<file path="src/design/mare_pkg.sv">
// Shared types and fixed widths for the mean absolute / RMS error block.
package mare_pkg;

  localparam int DATA_W = 16;            // input sample width
  localparam int SQ_TERM_W = 2 * DATA_W; // one squared difference
  localparam int ROOT_W = 16;            // root result width
  localparam int RAD_W = 2 * ROOT_W;     // root radicand width

  typedef enum logic [2:0] {
    ST_ACCUM,
    ST_DRAIN,
    ST_DIV_ABS,
    ST_DIV_SQ,
    ST_ROOT_LD,
    ST_ROOT,
    ST_HOLD
  } mare_state_t;

  typedef struct packed {
    logic acc;        // accept one pair into the accumulators
    logic div_ld_abs; // load divider with the absolute sum
    logic div_ld_sq;  // load divider with the square sum
    logic div_step;   // one quotient bit
    logic mae_cap;    // capture mean absolute error from quotient
    logic root_ld;    // load root unit from quotient
    logic root_step;  // one root bit
    logic out_ld;     // load result registers and clear the run
  } mare_cmd_t;

endpackage

</file>
<file path="src/design/mare_ctrl.sv">
// Controller: sequences accumulation, the shared divider and the root unit.
module mare_ctrl #(
  parameter int SQ_W = 45
) (
  input  logic              clk,
  input  logic              rst_n,
  input  logic              in_valid,
  input  logic              in_last_item,
  output logic              in_ready,
  output logic              out_valid,
  input  logic              out_ready,
  output mare_pkg::mare_cmd_t cmd
);
  import mare_pkg::*;

  localparam int STEP_W = $clog2(SQ_W);

  mare_state_t      state_r, state_nxt;
  logic [STEP_W-1:0] step_r, step_nxt;
  logic             out_valid_r, out_valid_nxt;

  always_ff @(posedge clk) begin
    if (!rst_n) begin
      state_r     <= ST_ACCUM;
      step_r      <= '0;
      out_valid_r <= 1'b0;
    end else begin
      state_r     <= state_nxt;
      step_r      <= step_nxt;
      out_valid_r <= out_valid_nxt;
    end
  end

  always_comb begin
    state_nxt     = state_r;
    step_nxt      = step_r;
    out_valid_nxt = out_valid_r && !out_ready;
    in_ready      = 1'b0;
    cmd           = '0;
    case (state_r)
      ST_ACCUM: begin
        in_ready = 1'b1;
        cmd.acc  = in_valid;
        if (in_valid && in_last_item) begin
          state_nxt = ST_DRAIN;
          step_nxt  = '0;
        end
      end
      ST_DRAIN: begin
        // wait for the square and add stages to settle
        if (step_r == STEP_W'(1)) begin
          cmd.div_ld_abs = 1'b1;
          state_nxt      = ST_DIV_ABS;
          step_nxt       = '0;
        end else begin
          step_nxt = step_r + 1'b1;
        end
      end
      ST_DIV_ABS: begin
        cmd.div_step = 1'b1;
        if (step_r == STEP_W'(SQ_W - 1)) begin
          state_nxt = ST_DIV_SQ;
          step_nxt  = '0;
        end else begin
          step_nxt = step_r + 1'b1;
        end
      end
      ST_DIV_SQ: begin
        // on entry: capture the abs quotient and reload the divider
        if (step_r == '0 && !cmd.div_step) begin
          cmd.mae_cap   = 1'b1;
          cmd.div_ld_sq = 1'b1;
          step_nxt      = STEP_W'(1);
        end else begin
          cmd.div_step = 1'b1;
          if (step_r == STEP_W'(SQ_W)) begin
            state_nxt = ST_ROOT_LD;
            step_nxt  = '0;
          end else begin
            step_nxt = step_r + 1'b1;
          end
        end
      end
      ST_ROOT_LD: begin
        cmd.root_ld = 1'b1;
        state_nxt   = ST_ROOT;
        step_nxt    = '0;
      end
      ST_ROOT: begin
        cmd.root_step = 1'b1;
        if (step_r == STEP_W'(ROOT_W - 1)) begin
          state_nxt = ST_HOLD;
          step_nxt  = '0;
        end else begin
          step_nxt = step_r + 1'b1;
        end
      end
      ST_HOLD: begin
        // hold until the previous result has been taken
        if (!out_valid_r || out_ready) begin
          cmd.out_ld    = 1'b1;
          out_valid_nxt = 1'b1;
          state_nxt     = ST_ACCUM;
        end
      end
      default: begin
        state_nxt = ST_ACCUM;
      end
    endcase
  end

  assign out_valid = out_valid_r;

endmodule

</file>
<file path="src/design/mare_dp.sv">
// Datapath: accumulators, shared restoring divider, digit-by-digit root.
module mare_dp #(
  parameter int MAX_ITEMS = 4096,
  parameter int CNT_W = 13,
  parameter int SQ_W = 45
) (
  input  logic                         clk,
  input  logic                         rst_n,
  input  mare_pkg::mare_cmd_t          cmd,
  input  logic [mare_pkg::DATA_W-1:0]  in_predicted_value,
  input  logic [mare_pkg::DATA_W-1:0]  in_actual_value,
  output logic [mare_pkg::DATA_W-1:0]  out_mean_abs_error,
  output logic [mare_pkg::ROOT_W-1:0]  out_rms_error,
  output logic [CNT_W-1:0]             out_pair_count,
  output logic                         out_count_overflow
);
  import mare_pkg::*;

  localparam int ABS_W = DATA_W + CNT_W;

  // accumulation
  logic [CNT_W-1:0]     count_r;
  logic                 ovf_r;
  logic                 va_r, vb_r;
  logic [DATA_W-1:0]    ad_r;
  logic [SQ_TERM_W-1:0] sq_r;
  logic [ABS_W-1:0]     abs_sum_r;
  logic [SQ_W-1:0]      sq_sum_r;
  logic signed [DATA_W:0] diff;
  logic [DATA_W-1:0]    ad;
  logic                 room;

  // divider and root
  logic [SQ_W-1:0]    quo_r, quo_nxt;
  logic [CNT_W-1:0]   rem_r, rem_nxt;
  logic [CNT_W:0]     div_sh;
  logic [RAD_W-1:0]   rad_r;
  logic [ROOT_W+1:0]  rrem_r, rrem_nxt;
  logic [ROOT_W-1:0]  root_r, root_nxt;
  logic [ROOT_W+3:0]  root_sh, root_trial;
  logic [DATA_W-1:0]  mae_r;

  // result registers
  logic [DATA_W-1:0]  out_mae_r;
  logic [ROOT_W-1:0]  out_rms_r;
  logic [CNT_W-1:0]   out_cnt_r;
  logic               out_ovf_r;

  assign diff = {in_predicted_value[DATA_W-1], in_predicted_value}
              - {in_actual_value[DATA_W-1], in_actual_value};
  assign ad   = diff[DATA_W] ? DATA_W'(-diff) : diff[DATA_W-1:0];
  assign room = (CNT_W + 1)'(count_r) < (CNT_W + 1)'(MAX_ITEMS);

  always_ff @(posedge clk) begin
    if (!rst_n) begin
      count_r   <= '0;
      ovf_r     <= 1'b0;
      va_r      <= 1'b0;
      vb_r      <= 1'b0;
      abs_sum_r <= '0;
      sq_sum_r  <= '0;
    end else if (cmd.out_ld) begin
      count_r   <= '0;
      ovf_r     <= 1'b0;
      va_r      <= 1'b0;
      vb_r      <= 1'b0;
      abs_sum_r <= '0;
      sq_sum_r  <= '0;
    end else begin
      va_r <= cmd.acc && room;
      vb_r <= va_r;
      if (cmd.acc) begin
        if (room) begin
          count_r <= count_r + 1'b1;
        end else begin
          ovf_r <= 1'b1;
        end
      end
      if (va_r) begin
        abs_sum_r <= abs_sum_r + ABS_W'(ad_r);
      end
      if (vb_r) begin
        sq_sum_r <= sq_sum_r + SQ_W'(sq_r);
      end
    end
  end

  always_ff @(posedge clk) begin
    ad_r <= ad;
    sq_r <= SQ_TERM_W'(ad_r) * SQ_TERM_W'(ad_r);
  end

  // restoring divide by the pair count, one quotient bit a cycle
  always_comb begin
    div_sh  = {rem_r, quo_r[SQ_W-1]};
    rem_nxt = rem_r;
    quo_nxt = quo_r;
    if (cmd.div_ld_abs) begin
      rem_nxt = '0;
      quo_nxt = SQ_W'(abs_sum_r);
    end else if (cmd.div_ld_sq) begin
      rem_nxt = '0;
      quo_nxt = sq_sum_r;
    end else if (cmd.div_step) begin
      if (div_sh >= {1'b0, count_r}) begin
        rem_nxt = CNT_W'(div_sh - {1'b0, count_r});
        quo_nxt = {quo_r[SQ_W-2:0], 1'b1};
      end else begin
        rem_nxt = div_sh[CNT_W-1:0];
        quo_nxt = {quo_r[SQ_W-2:0], 1'b0};
      end
    end
  end

  // integer square root, two radicand bits a cycle
  always_comb begin
    root_sh    = {rrem_r, rad_r[RAD_W-1 -: 2]};
    root_trial = (ROOT_W + 4)'({root_r, 2'b01});
    rrem_nxt   = rrem_r;
    root_nxt   = root_r;
    if (root_sh >= root_trial) begin
      rrem_nxt = (ROOT_W + 2)'(root_sh - root_trial);
      root_nxt = {root_r[ROOT_W-2:0], 1'b1};
    end else begin
      rrem_nxt = root_sh[ROOT_W+1:0];
      root_nxt = {root_r[ROOT_W-2:0], 1'b0};
    end
  end

  always_ff @(posedge clk) begin
    rem_r <= rem_nxt;
    quo_r <= quo_nxt;
    if (cmd.mae_cap) begin
      mae_r <= quo_r[DATA_W-1:0];
    end
    if (cmd.root_ld) begin
      rad_r  <= quo_r[RAD_W-1:0];
      rrem_r <= '0;
      root_r <= '0;
    end else if (cmd.root_step) begin
      rad_r  <= {rad_r[RAD_W-3:0], 2'b00};
      rrem_r <= rrem_nxt;
      root_r <= root_nxt;
    end
    if (cmd.out_ld) begin
      out_mae_r <= mae_r;
      out_rms_r <= root_r;
      out_cnt_r <= count_r;
      out_ovf_r <= ovf_r;
    end
  end

  assign out_mean_abs_error = out_mae_r;
  assign out_rms_error      = out_rms_r;
  assign out_pair_count     = out_cnt_r;
  assign out_count_overflow = out_ovf_r;

endmodule

</file>
<file path="src/design/mean_abs_and_rms_error_core.sv">
// Top level: mean absolute error and RMS error over runs of value pairs.
//
//   channel  direction  handshake            payload
//   in_      input      in_valid / in_ready  in_predicted_value, in_actual_value, in_last_item
//   out_     output     out_valid/out_ready  out_mean_abs_error, out_rms_error,
//                                            out_pair_count, out_count_overflow
//
// Pairs of a run are taken one per cycle. After the last pair the input stalls while
// the square/add pipe drains, the shared bit-serial divider makes two passes, the
// first quotient is captured, the root unit is loaded and stepped through its bits,
// and the result is published.
// The result waits in an output register while the next run is taken; that run's last
// request holds in the final state until the previous result has been taken.
// rst_n is synchronous and clears the sums, the count and out_valid, and returns the controller to accumulation.
module mean_abs_and_rms_error_core #(
  parameter int MAX_ITEMS = 4096
) (
  input  logic                               clk,
  input  logic                               rst_n,
  input  logic                               in_valid,
  output logic                               in_ready,
  input  logic [mare_pkg::DATA_W-1:0]        in_predicted_value,
  input  logic [mare_pkg::DATA_W-1:0]        in_actual_value,
  input  logic                               in_last_item,
  output logic                               out_valid,
  input  logic                               out_ready,
  output logic [mare_pkg::DATA_W-1:0]        out_mean_abs_error,
  output logic [mare_pkg::ROOT_W-1:0]        out_rms_error,
  output logic [$clog2(MAX_ITEMS + 1)-1:0]   out_pair_count,
  output logic                               out_count_overflow
);
  import mare_pkg::*;

  // pair count: wide enough to hold MAX_ITEMS itself
  localparam int CNT_W = $clog2(MAX_ITEMS + 1);
  // square sum: one 32-bit term per counted pair
  localparam int SQ_W = SQ_TERM_W + CNT_W;

  mare_cmd_t cmd;

  // sequence the run: accumulate, drain, divide twice, take the root, publish
  mare_ctrl #(
    .SQ_W(SQ_W)
  ) u_ctrl (
    .clk         (clk),
    .rst_n       (rst_n),
    .in_valid    (in_valid),
    .in_last_item(in_last_item),
    .in_ready    (in_ready),
    .out_valid   (out_valid),
    .out_ready   (out_ready),
    .cmd         (cmd)
  );

  // accumulators, divider, root unit and result registers
  mare_dp #(
    .MAX_ITEMS(MAX_ITEMS),
    .CNT_W    (CNT_W),
    .SQ_W     (SQ_W)
  ) u_dp (
    .clk               (clk),
    .rst_n             (rst_n),
    .cmd               (cmd),
    .in_predicted_value(in_predicted_value),
    .in_actual_value   (in_actual_value),
    .out_mean_abs_error(out_mean_abs_error),
    .out_rms_error     (out_rms_error),
    .out_pair_count    (out_pair_count),
    .out_count_overflow(out_count_overflow)
  );

endmodule

</file>
<file path="config.mk">
export PLATFORM = sky130hd
export DESIGN_NAME = mean_abs_and_rms_error_core
export DESIGN_NICKNAME = d
export VERILOG_FILES = /design/src/design/mare_pkg.sv /design/src/design/mare_ctrl.sv /design/src/design/mare_dp.sv /design/src/design/mean_abs_and_rms_error_core.sv
export SDC_FILE = /design/constraint.sdc
export NUM_CORES = 1
export LEC_CHECK = 0
export BUFFER_PORTS_ARGS = -buffer_cell sky130_fd_sc_hd__buf_2
export CORE_ASPECT_RATIO = 0.9
export CORE_MARGIN = 2
export CORE_UTILIZATION = 35
export DETAILED_ROUTE_END_ITERATION = 10
export HOLD_SLACK_MARGIN = 0.03
export PLACE_DENSITY_LB_ADDON = 0.25
export SLEW_MARGIN = 10
export SYNTH_ARGS = -nofsm -noshare
export SYNTH_HDL_FRONTEND = slang
export SYNTH_SLANG_ARGS = --single-unit
export TNS_END_PERCENT = 30
</file>
<file path="constraint.sdc">
create_clock -name clk -period 6.7 [get_ports clk]
set_input_delay 0 -clock clk [delete_from_list [all_inputs] [get_ports clk]]
set_output_delay 0 -clock clk [all_outputs]
set_load 0.02 [all_outputs]
</file>
==> results of run 1 <==
## sequential cells by signal, summed over array words and instances (netlist names), 18 cells and up
register,count
u_dp.abs_sum_r,29
u_dp.sq_r,31
u_dp.quo_r,45
u_dp.sq_sum_r,45
u_dp.rrem_r,18
u_dp.rad_r,32
## timing repair
action | 4_1_cts | 5_1_grt
setup endpoints to repair | 0 | 4
resized for setup | 0 | 4
hold buffers | 10 | 0
endpoints found under the hold margin | 19 | 0
setup buffers | 0 | 0
## metal layers
metal | vias up | GRT usage (%) | routed length (um)
met3 | 76 | 1.85 | 1990
met4 | 0 | 4.59 | 1230
met5 | - | 0 | 0
met2 | 322 | 25.4 | 24800
met1 | 8345 | 21.9 | 27400
li1 | 8962 | - | -
## cell type report
class	instances	area, sq um	share of cell area, %
multi-input cells	1837	14700	54.2
flip-flops and latches	333	7900	29.1
inverters	340	1280	4.70
well taps	930	1160	4.28
clock buffers	52	1110	4.07
repair buffers	129	783	2.88
clock inverters	18	203	0.746
## cells by family (layout without fill, tap and decap cells)
family	count (synthesis)	after routing	share of synthesized area, %
AOI/OAI and AO/OA	471	471	12.5
DFF	333	333	32.6
muxes	117	117	4.84
buffers and inverters	426	539	6.64
and+or+nand+nor	750	750	14.5
xor gates and xnor gates	137	137	4.99
adders and majority gates	362	362	23.9
## path summary, 6_finish.rpt
path | start | endpoint | slack, ns | depth (start not counted)
hold reg to reg | u_dp.mae_r[4]$_DFFE_PP_ | u_dp.out_mean_abs_error[4]$_DFFE_PP_ | 0.42 | 0
hold / removal | in_actual_value[1] | u_dp.ad_r[1]$_DFF_P_ | 0.04 | 5
setup / recovery | u_dp.ad_r[8]$_DFF_P_ | u_dp.sq_r[30]$_DFF_P_ | 0.27 | 20
setup reg to reg | u_dp.ad_r[8]$_DFF_P_ | u_dp.sq_r[30]$_DFF_P_ | 0.27 | 20
## critical path: stages (launching register included)
cell,delay [ns]
dfxtp_1,0.58
nand2_1,0.14
fa_1,0.57
fa_1,0.56
inv_1,0.05
fa_1,0.52
fa_1,0.44
fa_1,0.54
inv_1,0.05
fa_1,0.52
inv_1,0.04
ha_1,0.36
a21oi_1,0.24
o21ai_0,0.16
o2bb2ai_1,0.21
o21a_1,0.26
a211o_1,0.30
a31o_2,0.29
a41o_1,0.24
a21oi_1,0.17
xnor2_1,0.13
## placed cells by master, fill, tap and decap left out, types with 40 or more instances in the layout
cell type / n
buf_2: 84
xor2_1: 40
nand2_1: 303
a21o_1: 43
ha_1: 195
and2_1: 56
mux2i_1: 116
xnor2_1: 96
nand3_1: 41
dfxtp_1: 207
a21oi_1: 114
inv_1: 339
o21ai_0: 121
clkbuf_16: 40
edfxtp_1: 123
nor2_1: 168
fa_1: 167
## per-stage QoR
stage	instances	hold WS [ns]	setup slack, ns
3_3_place_gp	3559	0.279	0.311
6_report	3639	0.0447	0.266
5_1_grt	3639	0.117	0.0219
2_1_floorplan	2596	0.118	0.405
3_5_place_dp	3559	0.311	0.245
4_1_cts	3639	0.0308	0.229
==> impl_metrics.ini, run 1 <==
[timing]
min_period_over_period_pct = 96.0
fmax_mhz = 155
setup_viol = 0
period_minus_slack_ns = 6.43
setup_tns_ns = 0
finClkSkew_ns = 0.0206
report.final.hold_viol_count = 0
tightest_slew_ns = 1.13
rsz0062_at_grt = no
relSlewSlack_pct = 24.8
finalMaxSlewViolations = 0

[layout]
drive_gt1_share_pct = 7.86
final_area_sq_um = 27200
antenna_cells = 0
syn2layout_area_growth_pct = 12.2
fillers = 6796
nets = 3078
finish.utilization_pct = 39.6

[die]
die-width_um = 281
pin_count = 85
design.die.area_sq_um = 71300
initial_utilization_pct = 35.3
dieHeight_um = 254
fp.coreArea_sq_um = 68500
rows = 91

[global_routing]
grt_pass1_wl_um = 91500
grt_pass1_vias = 17878
antenna_found_initial = 0
grt_max_degree = 76
grt.overflow.total = 0
gr-usage-all-layers_pct = 15.7

[logic_synthesis]
ys_seq_area_share_pct = 32.6
synth_common_cells = inv_1 (339), nand2_1 (303), dfxtp_1 (210)
synth_flop_cell = dfxtp_1
synth_cell_types = 88
ys_ff_latch = 333
synth.top_cells.by_area = dfxtp_1 (17%), edfxtp_1 (15%), fa_1 (14%)
synth_cells = 2596
synth_area_sq_um = 24200
async_reset_ff_share_pct = 0
yosysWarnings = 0
yosysTopAreaCell = dfxtp_1
synth_most_common_cell = inv_1
synth-edff-count = 123
synth_top_area_share_pct = 17.4
syn_nets = 2995
syn-mean-instance-area_sq_um = 9.33

[route]
avgRoutedWirePerCell_um = 15.2
drt_pass1_iterations = 5
drc = 0
viasPerCell = 4.87
wl_um = 55300
vias = 17705
initialDrtViolationCount = 848
ant_nets = 0

[setup_path]
critPathLaunchType = flip-flop
cp_max_fo = 9
required_ns = 7.18
worstSetupPathType = flip-flop to flip-flop
cp-end-kind = flip-flop
worstPathArrival_ns = 6.91

[place]
hpwl_um = 43200
place.gp.congestion = 0.884
io_buffers = 84
post_dp_cell_area_sq_um = 25800

[clocking]
clockRootBuffer = clkbuf_16
h-tree-depth = 2
cts_buffers = 38
cts.path.max_buffers = 3
cts_sinks = 333
path_clk_slew_ns = 0.06
cts_tree = built
clk-insertion-delay-late_ns = 0.56

[run]
drv_cap = 0

[outcome]
status = finished, final reports clean

[hold_path]
hp-class = input port to flip-flop
Power of run 1 is not shown: default switching activity piles up to over one toggle a cycle in this logic, so the estimate is an artifact.
==> inputs of run 2 (changes only) <==
--- a/config.mk
+++ b/config.mk
@@ -8,7 +8,7 @@
 export BUFFER_PORTS_ARGS = -buffer_cell sky130_fd_sc_hd__buf_2
 export CORE_ASPECT_RATIO = 0.9
 export CORE_MARGIN = 2
-export CORE_UTILIZATION = 35
+export CORE_UTILIZATION = 58
 export DETAILED_ROUTE_END_ITERATION = 10
 export HOLD_SLACK_MARGIN = 0.03
 export PLACE_DENSITY_LB_ADDON = 0.25
==> run 2 against run 1 <==
  * Utilization increased by 25 points
  * Clock skew decreased by 0.0023 ns
  * Non-clock buffer count fell by 4
  * Critical endpoint unchanged
  * Die area decreased by 39%
  * Highest routed layer unchanged
  * Critical path depth rose by 3
  * Design area decreased by 2.0%
  * Wire length shrank 2.2%
  * First-iteration DRC count grew 28%
  * Critical path type unchanged
==> impl_metrics.ini, run 2 (synthesis results as in run 1) <==
[outcome]
status = finished, final reports clean

[global_routing]
grt_max_degree = 76
grt_pass1_wl_um = 90800
gr-usage-all-layers_pct = 25.9
grt.overflow.total = 0
grt_pass1_vias = 18541
antenna_found_initial = 0

[die]
initial_utilization_pct = 58.4
die-width_um = 219
pin_count = 85
design.die.area_sq_um = 43400
dieHeight_um = 198
rows = 71
fp.coreArea_sq_um = 41500

[hold_path]
holdPathEnd = u_dp.ad_r[1]$_DFF_P_
hold_path_depth = 5
min_from = in_actual_value[1]
hp-class = input port to flip-flop

[timing]
worst_slack_ns = 0.301
setup_viol = 0
fmax_mhz = 156
setup_tns_ns = 0
rsz0062_at_grt = no
period_minus_slack_ns = 6.40
finalMaxSlewViolations = 0
finClkSkew_ns = 0.0184
min_period_over_period_pct = 95.5
relSlewSlack_pct = 27.5
report.final.hold_viol_count = 0
tightest_slew_ns = 1.08

[route]
wl_um = 54200
initialDrtViolationCount = 1088
drt_pass1_iterations = 5
avgRoutedWirePerCell_um = 16.7
ant_nets = 0
drc = 0
vias = 18336
viasPerCell = 5.65

[place]
hpwl_um = 41500
dpl_worst_slack_ns = 0.291
place.gp.congestion = 0.926
dp.cells = 3173
io_buffers = 84

[run]
drv_cap = 0

[clocking]
cts_buffers = 36
h-tree-depth = 2
post_cts_buffers = 0
cts_sinks = 333
cts.path.max_buffers = 3
cts_tree = built
clk-insertion-delay-late_ns = 0.55
path_clk_slew_ns = 0.05
clockRootBuffer = clkbuf_16

[setup_path]
cp_max_fo = 12
cp-end-kind = flip-flop
r2r-end = u_dp.sq_r[30]$_DFF_P_
worstPathArrival_ns = 6.87
worstSetupPathType = flip-flop to flip-flop
r2r_slack_ns = 0.30
required_ns = 7.17
rr_worst_depth = 23
critPathLaunchType = flip-flop
rr_startpoint = u_dp.ad_r[4]$_DFF_P_

[layout]
final_cells = 3247
reg.largest.list = u_dp.quo_r (45), u_dp.sq_sum_r (45), u_dp.rad_r (32)
drive_gt1_share_pct = 7.81
syn2layout_area_growth_pct = 9.91
final_common_cell = inv_1
antenna_cells = 0
nets = 3072
final_cell_mix = inv_1 (339), nand2_1 (303), dfxtp_1 (208)
## run 2: cell count changes in the layout (fill, tap and decap cells not counted), moves of 2 or more
cell        change
buf_4           -3
clkbuf_16       -4
clkinv_1        -8
clkinv_2        -2
clkinv_4        +2
clkinvlp_4      +2
inv_4           +2
## run 2: stage by stage
stage / instance area (sq um) / hold WS, ns / utilization (%)
after global routing: 26600 / 0.131 / 64.2
final: 26600 / 0.0776 / 64.2
after floorplan: 24200 / 0.118 / -
after detailed placement: 25300 / 0.285 / 60.9
after CTS: 26600 / 0.0520 / 64.1
after global placement: 25300 / 0.276 / 60.9
## run 2: critical path, cell delays in order (launching register included)
cell and delay (ns):
dfxtp_1 0.41, buf_4 0.24, nand2_1 0.12, inv_1 0.07, fa_1 0.50, inv_1 0.06
fa_1 0.53, inv_1 0.05, fa_1 0.42, fa_1 0.50, fa_1 0.50, inv_1 0.06
fa_1 0.52, inv_1 0.04, ha_1 0.35, a21oi_1 0.25, o21ai_0 0.17, o2bb2ai_1 0.19
o21a_1 0.24, a211o_1 0.30, a31o_2 0.28, a41o_1 0.24, a21oi_1 0.17, xnor2_1 0.12
## run 2: area by class of cell
class	count	area [sq um]
fillers	3452	14900
inverters	340	1280
clock buffers	49	1010
flip-flops and latches	333	7900
multi-input cells	1837	14700
clock inverters	16	250
repair buffers	125	751
well taps	547	684
## run 2: per-layer routing
layer	global-route usage, %	share of wire, %	vias up
met5	0	0	-
met2	43.8	47	404
met4	8.36	2.6	0
met1	34.4	46	8869
met3	3.36	4.2	103
li1	-	-	8960
## run 2: how the worst max path moves through the flow
| stage | to | cells after the start | from | slack [ns] |
|---|---|---|---|---|
| final | u_dp.sq_r[30]$_DFF_P_ | 23 | u_dp.ad_r[4]$_DFF_P_ | 0.30 |
| after global routing | u_dp.sq_r[30]$_DFF_P_ | 23 | u_dp.ad_r[6]$_DFF_P_ | 0.002 |
| after CTS | u_dp.sq_r[30]$_DFF_P_ | 20 | u_dp.ad_r[7]$_DFF_P_ | 0.26 |
| after detailed placement | u_dp.sq_r[30]$_DFF_P_ | 20 | u_dp.ad_r[7]$_DFF_P_ | 0.29 |
| after global placement | u_dp.sq_r[30]$_DFF_P_ | 23 | u_dp.ad_r[8]$_DFF_P_ | 0.44 |
| after floorplan | u_dp.sq_r[27]$_DFF_P_ | 22 | u_dp.ad_r[14]$_DFF_P_ | 0.41 |
## run 2: timing repair
action / in CTS / in global routing
resized for setup: 0 / 3
endpoints found under the hold margin: 16 / 0
setup endpoints to repair: 0 / 6
hold buffers: 9 / 0
Power of run 2 is left out for the same reason.
==> inputs of run 3 (changes only) <==
--- a/config.mk
+++ b/config.mk
@@ -12,6 +12,7 @@
 export DETAILED_ROUTE_END_ITERATION = 10
 export HOLD_SLACK_MARGIN = 0.03
 export PLACE_DENSITY_LB_ADDON = 0.25
+export RECOVER_POWER = 25
 export SLEW_MARGIN = 10
 export SYNTH_ARGS = -nofsm -noshare
 export SYNTH_HDL_FRONTEND = slang
==> run 3 against run 2 <==
  * Via count about the same
  * Non-clock buffer count did not move
  * Fmax is essentially flat
  * The run now ends with capacitance limit, slew limit left
  * Global-route usage unchanged
  * Critical endpoint unchanged
  * Die area did not move
==> impl_metrics.ini, run 3 (synthesis results as in run 1) <==
[global_routing]
grt.overflow.total = 0
grt_pass1_vias = 18541
antenna_found_initial = 0
gr-usage-all-layers_pct = 25.9
grt_max_degree = 76
grt_pass1_wl_um = 90800

[layout]
nets = 3072
syn2layout_area_growth_pct = 9.63
final_cell_mix = inv_1 (339), nand2_1 (303), dfxtp_1 (208)
final_common_cell = inv_1
reg.largest.list = u_dp.quo_r (45), u_dp.sq_sum_r (45), u_dp.rad_r (32)
antenna_cells = 0
drive_gt1_share_pct = 6.00

[run]
drv_cap = 1

[timing]
fmax_mhz = 156
finalMaxSlewViolations = 34
report.final.hold_viol_count = 0
setup_tns_ns = 0
tightest_slew_ns = 1.58
finClkSkew_ns = 0.0174
period_minus_slack_ns = 6.40
relSlewSlack_pct = -5.23
min_period_over_period_pct = 95.5
setup_viol = 0
rsz0062_at_grt = no

[setup_path]
r2r_slack_ns = 0.30
worstPathArrival_ns = 6.86
slowest_delay_ns = 0.53
required_ns = 7.17
cp_max_fo = 12
worst_path_max_delay_cell = fa_1
cp_common_cell = fa_1
critPathLaunchType = flip-flop
path_cells = buf_4 > nand2_1 > inv_1 > fa_1 > inv_1 > fa_1 > inv_1 > fa_1 > fa_1 > fa_1 > inv_1 > fa_1 > inv_1 > ha_1 > a21oi_1 > o21ai_0 > o2bb2ai_1 > o21a_1 > a211o_1 > a31o_2 > a41o_1 > a21oi_1 > xnor2_1
cp-end-kind = flip-flop
worstSetupPathType = flip-flop to flip-flop

[outcome]
violations = capacitance limit, slew limit
status = finished, violations left

[die]
pin_count = 85
fp.coreArea_sq_um = 41500
design.die.area_sq_um = 43400
rows = 71
die-width_um = 219
dieHeight_um = 198
initial_utilization_pct = 58.4

[route]
drt_pass1_iterations = 5
vias = 18318
wl_um = 54200
ant_nets = 0
avgRoutedWirePerCell_um = 16.7
initialDrtViolationCount = 1096
drc = 0
viasPerCell = 5.64

[place]
io_buffers = 84
hpwl_um = 41500
place.gp.congestion = 0.926

[clocking]
cts_buffers = 36
cts_tree = built
h-tree-depth = 2
clockRootBuffer = clkbuf_16
cts.path.max_buffers = 3
post_cts_buffers = 0
clk-insertion-delay-late_ns = 0.55
cts_sinks = 333
path_clk_slew_ns = 0.05

[hold_path]
hp-class = input port to flip-flop
-- run 3: changes by cell type in the layout (fill, tap and decap cells not counted), sizes merged --
cell and delta:
buf -49, clkbuf +49
-- run 3: area by class of cell --
cell class	count	area, sq um
Clock buffer	49	1010
Clock inverter	16	250
Fill cell	3474	14900
Inverter	340	1280
Multi-Input combinational cell	1837	14700
Sequential cell	333	7900
Tap cell	547	684
Timing Repair Buffer	125	684
-- run 3: worst max-delay path, delay by kind of cell, from the launching register on --
family | cells | cell delay (ns)
adders and majority gates | 7 | 3.32
AOI/OAI and AO/OA | 8 | 1.84
buffers and inverters | 6 | 0.52
DFF | 1 | 0.41
and+or+nand+nor | 1 | 0.12
xor gates and xnor gates | 1 | 0.12
-- run 3: final timing paths --
check / end / startpoint / cells after the start
max: u_dp.sq_r[30]$_DFF_P_ / u_dp.ad_r[4]$_DFF_P_ / 23
min: u_dp.ad_r[1]$_DFF_P_ / in_actual_value[1] / 5
max reg2reg: u_dp.sq_r[30]$_DFF_P_ / u_dp.ad_r[4]$_DFF_P_ / 23
min reg2reg: u_dp.out_mean_abs_error[11]$_DFFE_PP_ / u_dp.mae_r[11]$_DFFE_PP_ / 0
-- run 3: metal layers --
layer  part of all wire, %  track usage [%]
met1                    46             34.4
met2                    47             43.8
met3                   4.6             3.36
met4                   2.7             8.36
met5                     0                0
-- run 3: stage by stage --
| step | util, % | setup slack (ns) | hold WS (ns) | instances | cell area (sq um) |
|---|---|---|---|---|---|
| 6_report | 64.0 | 0.302 | 0.0791 | 3247 | 26600 |
| 5_1_grt | 64.0 | 0.00161 | 0.131 | 3247 | 26600 |
| 4_1_cts | 64.1 | 0.261 | 0.0520 | 3247 | 26600 |
| 3_5_place_dp | 60.9 | 0.291 | 0.285 | 3173 | 25300 |
| 3_3_place_gp | 60.9 | 0.442 | 0.276 | 3173 | 25300 |
| 2_1_floorplan | - | 0.405 | 0.118 | 2596 | 24200 |
-- run 3: repair_timing --
action | 4_1_cts | 5_1_grt
hold buffers | 9 | 0
resized for setup | 0 | 3
endpoints found under the hold margin | 16 | 0
endpoints found under the setup margin | 0 | 6
Power of run 3 is left out for the same reason.
